### config.mk
export PLATFORM = sky130hd
export DESIGN_NAME = sorted_set_table_top
export DESIGN_NICKNAME = d
export VERILOG_FILES = /design/src/rtl/sst_pkg.sv /design/src/rtl/sst_cell.sv /design/src/rtl/sorted_set_table_top.sv
export SDC_FILE = /design/constraint.sdc
export NUM_CORES = 2
export LEC_CHECK = 0
export BUFFER_PORTS_ARGS = -buffer_cell sky130_fd_sc_hd__buf_2
export CAP_MARGIN = 20
export CORE_ASPECT_RATIO = 1.2
export CORE_MARGIN = 8
export CORE_UTILIZATION = 40
export CTS_BUF_LIST = sky130_fd_sc_hd__clkbuf_4
export DETAILED_ROUTE_END_ITERATION = 7
export GPL_TIMING_DRIVEN = 1
export HOLD_SLACK_MARGIN = 0.02
export SETUP_SLACK_MARGIN = 0.05
export SYNTH_ARGS = -nofsm -noshare
export SYNTH_HDL_FRONTEND = slang
export SYNTH_HIERARCHICAL = 1
export SYNTH_SLANG_ARGS = --single-unit
### constraint.sdc
create_clock -name clk -period 9.7 [get_ports clk]
set_input_delay 1.455 -clock clk [delete_from_list [all_inputs] [get_ports clk]]
set_output_delay 1.455 -clock clk [all_outputs]
set_load 0.02 [all_outputs]
### src/rtl/sst_pkg.sv
// ----------------------------------------------------------------------------
// Sorted set table package
// Shared payload types, operation codes and chain link types.
// ----------------------------------------------------------------------------
package sst_pkg;

  localparam logic [1:0] MODE_INSERT = 2'd0;
  localparam logic [1:0] MODE_REMOVE = 2'd1;
  localparam logic [1:0] MODE_QUERY  = 2'd2;

  typedef struct packed {
    logic [1:0]         mode;
    logic signed [31:0] value;
  } sst_in_t;

  typedef struct packed {
    logic       was_present;
    logic [4:0] set_size;
    logic       full_refused;
  } sst_out_t;

  typedef struct packed {
    logic               cmp_en;
    logic               ins;
    logic               rem;
    logic signed [31:0] key;
  } sst_ctl_t;

  typedef struct packed {
    logic signed [31:0] value;
    logic               lt;
    logic               ge;
  } sst_link_t;

  // The position below the first cell behaves as a held entry smaller than any key.
  localparam sst_link_t HEAD_LINK = '{value: 32'sd0, lt: 1'b1, ge: 1'b0};

endpackage

### src/rtl/sst_cell.sv
// ----------------------------------------------------------------------------
// Sorted set table cell
// Holds one entry, compares it with the broadcast key and shifts toward
// either neighbor on an insert or a remove.
// ----------------------------------------------------------------------------
module sst_cell
  import sst_pkg::*;
#(
  parameter int IDX   = 0,
  parameter int CNT_W = 5
) (
  input  logic               clk,
  input  logic               rst_n,
  input  sst_ctl_t           ctl,
  input  logic [CNT_W-1:0]   count,
  input  sst_link_t          left,
  input  logic signed [31:0] right_value,
  output sst_link_t          link,
  output logic               eq
);

  logic signed [31:0] value_r, value_nxt;
  logic               lt_r, eq_r;
  logic               occ;

  assign occ = (count > CNT_W'(IDX));

  always_ff @(posedge clk) begin
    if (!rst_n) begin
      lt_r <= 1'b0;
      eq_r <= 1'b0;
    end else if (ctl.cmp_en) begin
      lt_r <= occ & (value_r < ctl.key);
      eq_r <= occ & (value_r == ctl.key);
    end
  end

  always_comb begin
    value_nxt = value_r;
    if (ctl.ins) begin
      if (left.ge) begin
        value_nxt = left.value;
      end else if (left.lt && !lt_r) begin
        value_nxt = ctl.key;
      end
    end else if (ctl.rem && link.ge) begin
      value_nxt = right_value;
    end
  end

  always_ff @(posedge clk) begin
    value_r <= value_nxt;
  end

  assign link.value = value_r;
  assign link.lt    = lt_r;
  assign link.ge    = occ & ~lt_r;
  assign eq         = eq_r;

endmodule

### src/rtl/sorted_set_table_top.sv
// ----------------------------------------------------------------------------
// Sorted set table
// Keeps up to CAPACITY distinct signed keys in ascending order and applies
// insert, remove and membership query operations, one result per item.
// ----------------------------------------------------------------------------
// On the accepting edge every cell of the chain registers its comparison
// with the key, and on the edge of the shift step the cells shift their
// entries one place up or down while the result is loaded into the output
// register. A new item is accepted only once the previous one has passed
// its shift step. A result held by the receiver stalls the shift step, and
// with it the input until that result is taken; one item may still be
// accepted and compared while the result waits. After reset the set is
// empty and no clearing pass is needed.
module sorted_set_table_top
  import sst_pkg::*;
#(
  parameter int CAPACITY = 16
) (
  input  logic     clk,
  input  logic     rst_n,
  input  logic     in_valid,
  output logic     in_ready,
  input  sst_in_t  in_data,
  output logic     out_valid,
  input  logic     out_ready,
  output sst_out_t out_data
);

  localparam int CNT_W = $clog2(CAPACITY + 1);

  logic               busy_r;
  logic [1:0]         mode_r;
  logic signed [31:0] key_r;
  logic [CNT_W-1:0]   count_r, count_nxt;
  logic               out_valid_r;
  sst_out_t           out_r;

  logic [CAPACITY-1:0] eq_vec;
  sst_link_t           links [CAPACITY];
  sst_ctl_t            ctl;

  logic in_fire, exec_fire, present, full, do_ins, do_rem;

  assign in_ready  = ~busy_r;
  assign in_fire   = in_valid & in_ready;
  assign exec_fire = busy_r & (~out_valid_r | out_ready);

  assign present = |eq_vec;
  assign full    = (count_r == CNT_W'(CAPACITY));
  assign do_ins  = exec_fire & (mode_r == MODE_INSERT) & ~present & ~full;
  assign do_rem  = exec_fire & (mode_r == MODE_REMOVE) & present;

  always_comb begin
    count_nxt = count_r;
    if (do_ins) begin
      count_nxt = count_r + CNT_W'(1);
    end else if (do_rem) begin
      count_nxt = count_r - CNT_W'(1);
    end
  end

  assign ctl.cmp_en = in_fire;
  assign ctl.ins    = do_ins;
  assign ctl.rem    = do_rem;
  assign ctl.key    = busy_r ? key_r : in_data.value;

  for (genvar g = 0; g < CAPACITY; g++) begin : g_cell
    sst_link_t          left;
    logic signed [31:0] right_value;

    if (g == 0) begin : g_head
      assign left = HEAD_LINK;
    end else begin : g_mid
      assign left = links[g-1];
    end

    if (g == CAPACITY - 1) begin : g_tail
      assign right_value = links[g].value;
    end else begin : g_body
      assign right_value = links[g+1].value;
    end

    sst_cell #(
      .IDX   (g),
      .CNT_W (CNT_W)
    ) u_cell (
      .clk         (clk),
      .rst_n       (rst_n),
      .ctl         (ctl),
      .count       (count_r),
      .left        (left),
      .right_value (right_value),
      .link        (links[g]),
      .eq          (eq_vec[g])
    );
  end

  always_ff @(posedge clk) begin
    if (!rst_n) begin
      busy_r      <= 1'b0;
      count_r     <= '0;
      out_valid_r <= 1'b0;
    end else begin
      if (in_fire) begin
        busy_r <= 1'b1;
      end else if (exec_fire) begin
        busy_r <= 1'b0;
      end
      count_r <= count_nxt;
      if (exec_fire) begin
        out_valid_r <= 1'b1;
      end else if (out_ready) begin
        out_valid_r <= 1'b0;
      end
    end
  end

  always_ff @(posedge clk) begin
    if (in_fire) begin
      mode_r <= in_data.mode;
      key_r  <= in_data.value;
    end
    if (exec_fire) begin
      out_r.was_present  <= present;
      out_r.set_size     <= 5'(count_nxt);
      out_r.full_refused <= (mode_r == MODE_INSERT) & ~present & full;
    end
  end

  assign out_valid = out_valid_r;
  assign out_data  = out_r;

endmodule

Word level (Yosys, flattened, before mapping)
Index checks and enable logic that the tools add are counted.
{"block": "word_totals", "register_bits": 592, "inputBits": 38, "out_inout_bits": 9, "word_cells": 348}
{"block": "classes", "n_addsub": 2, "magnitude_cmp": 32, "eq_ne": 33, "n_mux": 68, "n_bitwise": 76, "reduce_logical": 81}
{"operator": "$mux W32", "count": 62}
{"operator": "$eq A32 B32 Y1", "count": 16}
{"operator": "$lt A32 B32 Y1", "count": 16}
{"operator": "$and A1 B1 Y1", "count": 56}
{"operator": "$ne A3 B1 Y1 const B", "count": 14}
{"operator": "$gt A5 B4 Y1 const B", "count": 8}
{"operator": "$reduce_bool A2 Y1", "count": 18}
{"operator": "$reduce_and A2 Y1", "count": 16}
{"operator": "$logic_and A1 B1 Y1", "count": 30}
{"operator": "$gt A5 B3 Y1 const B", "count": 4}
{"operator": "$not A1 Y1", "count": 19}
{"operator": "$reduce_or A16 Y1", "count": 1}
{"operator": "$logic_not A1 Y1", "count": 15}
{"operator": "$gt A5 B1 Y1 const B", "count": 2}
{"operator": "$gt A5 B2 Y1 const B", "count": 2}
{"operator": "$mux W5", "count": 2}
{"operator": "$add A5 B1 Y5 const B", "count": 1}
{"operator": "$eq A5 B5 Y1 const B", "count": 1}
{"operator": "$sub A5 B1 Y5 const B", "count": 1}
{"operator": "$mux W1", "count": 4}
{"operator": "$eq A2 B1 Y1 const B", "count": 1}
{"operator": "$logic_not A2 Y1", "count": 1}
{"operator": "$ne A2 B2 Y1 const B", "count": 1}
{"operator": "$or A1 B1 Y1", "count": 1}

Depth between registers and ports, before layout
{"block": "logic_depth", "depth_word": 8, "mapped_depth": 12, "mapped_depth_nobuf": 9}

Hierarchy
Netlist, hierarchy kept.
{"mod": "sst_cell at g_cell[14].u_cell", "instances": 1, "cells_per_inst": 272, "area_each_um2": 2575.0, "seq_area_each_um2": 1001.0}
{"mod": "sst_cell at g_cell[6].u_cell", "instances": 1, "cells_per_inst": 272, "area_each_um2": 2567.5, "seq_area_each_um2": 1001.0}
{"mod": "sst_cell at g_cell[0].u_cell", "instances": 1, "cells_per_inst": 272, "area_each_um2": 2558.7, "seq_area_each_um2": 1001.0}
{"mod": "sst_cell at g_cell[4].u_cell", "instances": 1, "cells_per_inst": 275, "area_each_um2": 2556.2, "seq_area_each_um2": 1001.0}
{"mod": "sst_cell at g_cell[10].u_cell", "instances": 1, "cells_per_inst": 272, "area_each_um2": 2549.9, "seq_area_each_um2": 1001.0}
{"mod": "sst_cell at g_cell[12].u_cell", "instances": 1, "cells_per_inst": 276, "area_each_um2": 2546.2, "seq_area_each_um2": 1001.0}
{"mod": "sst_cell at g_cell[8].u_cell", "instances": 1, "cells_per_inst": 273, "area_each_um2": 2546.2, "seq_area_each_um2": 1001.0}
{"mod": "sst_cell at g_cell[1].u_cell", "instances": 1, "cells_per_inst": 270, "area_each_um2": 2543.7, "seq_area_each_um2": 1001.0}
{"mod": "sst_cell at g_cell[2].u_cell", "instances": 1, "cells_per_inst": 274, "area_each_um2": 2542.4, "seq_area_each_um2": 1001.0}
{"mod": "sst_cell at g_cell[7].u_cell", "instances": 1, "cells_per_inst": 268, "area_each_um2": 2542.4, "seq_area_each_um2": 1001.0}
{"mod": "sst_cell at g_cell[5].u_cell", "instances": 1, "cells_per_inst": 273, "area_each_um2": 2541.2, "seq_area_each_um2": 1001.0}
{"mod": "sst_cell at g_cell[11].u_cell", "instances": 1, "cells_per_inst": 273, "area_each_um2": 2539.9, "seq_area_each_um2": 1001.0}
{"mod": "sst_cell at g_cell[3].u_cell", "instances": 1, "cells_per_inst": 273, "area_each_um2": 2538.7, "seq_area_each_um2": 1001.0}
{"mod": "sst_cell at g_cell[13].u_cell", "instances": 1, "cells_per_inst": 274, "area_each_um2": 2533.7, "seq_area_each_um2": 1001.0}
{"mod": "+3 rows"}

Least setup slack after synthesis
OpenSTA, ideal clock, no wires.
{"block": "synth_timing", "path_type": "input to register", "start": "input out_ready", "end": "register g_cell[4].u_cell.value_r[0] (enable)", "setup_ns": 0.466, "arrival_ns": 6.415, "required_time_ns": 9.234, "path_slack_ns": 2.819, "cell_stages": 7, "n_path_buf": 2, "path_cell_list": "nand2b_1 buf_2 nand4_1 nor2_1 buf_1 a21oi_1 o21ai_0"}
{"element": "start: declaration", "line": "sorted_set_table_top.sv:25", "text": "input logic out_ready,"}
{"element": "end signal: assignment", "line": "sst_cell.sv:52", "text": "value_r <= value_nxt;"}
{"element": "end: declaration", "line": "sst_cell.sv:22", "text": "logic signed [31:0] value_r, value_nxt;"}

==> results.yml <==
job:
  maxCapViolations: 0
sta:
  hold_viol: 0
  setup_viol: 0
  layout_setup_ws_ns: 5.27
  max_freq_mhz: 226
  period_share_pct: 45.7
  relSlewSlack_pct: 28.7
  worstMarginPinSlew_ns: 1.07
  holdWs_ns: 0.504
  rsz0062_at_grt: "no"
  setup-tns-final_ns: 0
  fin_worst_skew_ns: 0.0670
  period_minus_slack_ns: 4.43
  slew_viol_final: 0
cts:
  cts_buffers: 172
  clk_latency_ns: 1.04
  post-cts-setup-buffers: 0
  h-tree-depth: 4
  cts_sinks: 592
  clkTransAtPathRegs_ns: 0.06
  cts_root_buf: "clkbuf_4"
  post_cts_resized: 0
  cts_hold_buf: 0
  tritoncts: "done"
  cts_buffer_depth: 3
global_routing:
  grt_start_max_net_pins: 199
  antenna_found_initial: 2
  grt_overflow: 0
  first_global_vias: 32553
  track_usage_pct: 17.7
  grt_pass1_wl_um: 171000
synth:
  avgSynthCellArea_um2: 9.54
  syn_area_um2: 42900
  ys_warn_count: 6
  postSynthCellCount: 4501
floorplanning:
  core_area_um2: 106000
  fp-row-count: 131
  fp.dieH_um: 375
  num_io_pins: 47
  start_util_pct: 40.4
  dieArea_um2: 118000
  die_w_um: 315
layout:
  multi_input_area_um2: 23100
  drive_gt1_share_pct: 10.6
  regArea_um2: 17400
  fin_area_um2: 47300
  finish.utilization_pct: 44.5
  final_cell_count_no_fill: 6142
  area_growth_syn_to_layout_pct: 10.2
  nets: 5174
  fill_cells: 10170
setup_path:
  end_kind: "register"
  cp_cell_sequence: "buf_4 > inv_1 > ha_1 > nand4bb_1 > nand4_1 > nor2_4 > buf_12 > buf_4 > a21oi_1 > o21ai_2 > buf_4"
  critical-path-max-stage-delay_ns: 0.87
  r2r_slack_ns: 5.27
  setup.worst_path.start_class: "register"
  setup.worst_path.end: "g_cell[7].u_cell/value_r[24]"
  cp.required_ns: 10.34
  worstPathMaxFanout: 197
  critical_path.most_common_cell: "buf_4"
  reg2reg_depth: 11
  crit-reg2reg-launch: "count_r[0]"
  criticalPathCategory: "register to register"
  cp_slowest_cell: "buf_4"
  arrival_ns: 5.07
  reg2reg_to: "g_cell[7].u_cell/value_r[24]"
  cp-startpoint: "count_r[0]"
detailed_routing:
  wl_per_cell_um: 17.4
  remaining_drc_errors: 0
  vias: 32147
  detail_route.first_pass.iterations: 6
  ant_nets: 0
  drt_iter0_markers: 1757
  drt_wl_total_um: 107000
  via_per_inst: 5.23
power_and_ir_drop:
  peakVddDrop_uv: 95.5
  power_density_nw_per_um2: 132
  power.total_mw: 6.23
  leakage_nw: 19.2
place:
  post-place-ws_ns: 4.60
  io_buffers: 46
  place_area_um2: 44900
  dp_cells: 5840
  place_congestion: 0.821
  dp_hpwl_um: 79600
worst_hold_path:
  hold_path_depth: 2
  min_path_type: "register to register"
run_status:
  outcome: "finished clean"
-- placed cells by master, fill, tap and decap left out, drive strengths merged, types with 66 or more instances in the layout --
| cell type | instances |
|---|---|
| a21oi | 767 |
| nor2 | 597 |
| edfxtp | 553 |
| inv | 532 |
| mux2i | 518 |
| ha | 514 |
| clkbuf | 266 |
| nand2 | 180 |
| nand4 | 122 |
| buf | 112 |
| o21ai | 79 |
| nand3 | 66 |
-- where the power goes --
group / internal (mW) / switching, mW / total [mW]
logic: 0.344 / 0.623 / 0.967
clock network: 1.36 / 1.10 / 2.46
registers: 2.79 / 0.00518 / 2.80
total: 4.50 / 1.73 / 6.23
-- critical path, delay by kind of cell, from the launching register on --
family	cells	cell delay [ns]
adders and majority gates	1	0.23
AOI/OAI and AO/OA	2	0.37
and+or+nand+nor	3	0.75
buffers and inverters	5	2.24
DFF	1	0.31
-- worst min path at each step --
stage	from	to	slack, ns
finish	g_cell[6].u_cell/eq	g_cell[6].u_cell/eq	0.50
global route	in_data[13]	key_r[13]	0.48
CTS	in_data[13]	key_r[13]	0.42
detailed placement	g_cell[6].u_cell/eq	g_cell[6].u_cell/eq	0.50
global placement	g_cell[6].u_cell/eq	g_cell[6].u_cell/eq	0.49
floorplan	g_cell[15].u_cell/eq	g_cell[15].u_cell/eq	0.48
-- registers in the layout (all words and copies together) (netlist names) --
register and cells:
count_r 5, key_r 32, mode_r 2, out_valid 1, g_cell.u_cell/eq 16, out_data 7, busy_r 1, g_cell.u_cell/value_r 512
g_cell.u_cell/lt_r 16
-- per-layer routing --
metal  part of all wire [%]  global-route usage, %  vias to the layer above
met5                      0                      0                        -
met4                    4.0                   7.86                        0
met3                    3.2                   2.77                      200
met2                     49                   31.4                      565
met1                     44                   21.0                    14811
li1                       -                      -                    16571
-- area by class of cell --
type                    count  share of cell area, %
repair buffers            112                   1.82
clock inverters            28                  0.516
well taps                1396                   3.69
multi-input cells        3218                   48.8
diodes                      4                 0.0212
clock buffers             266                   4.22
flip-flops and latches    592                   36.8
inverters                 526                   4.17
No activity file was read; power rests on OpenSTA's default activity.
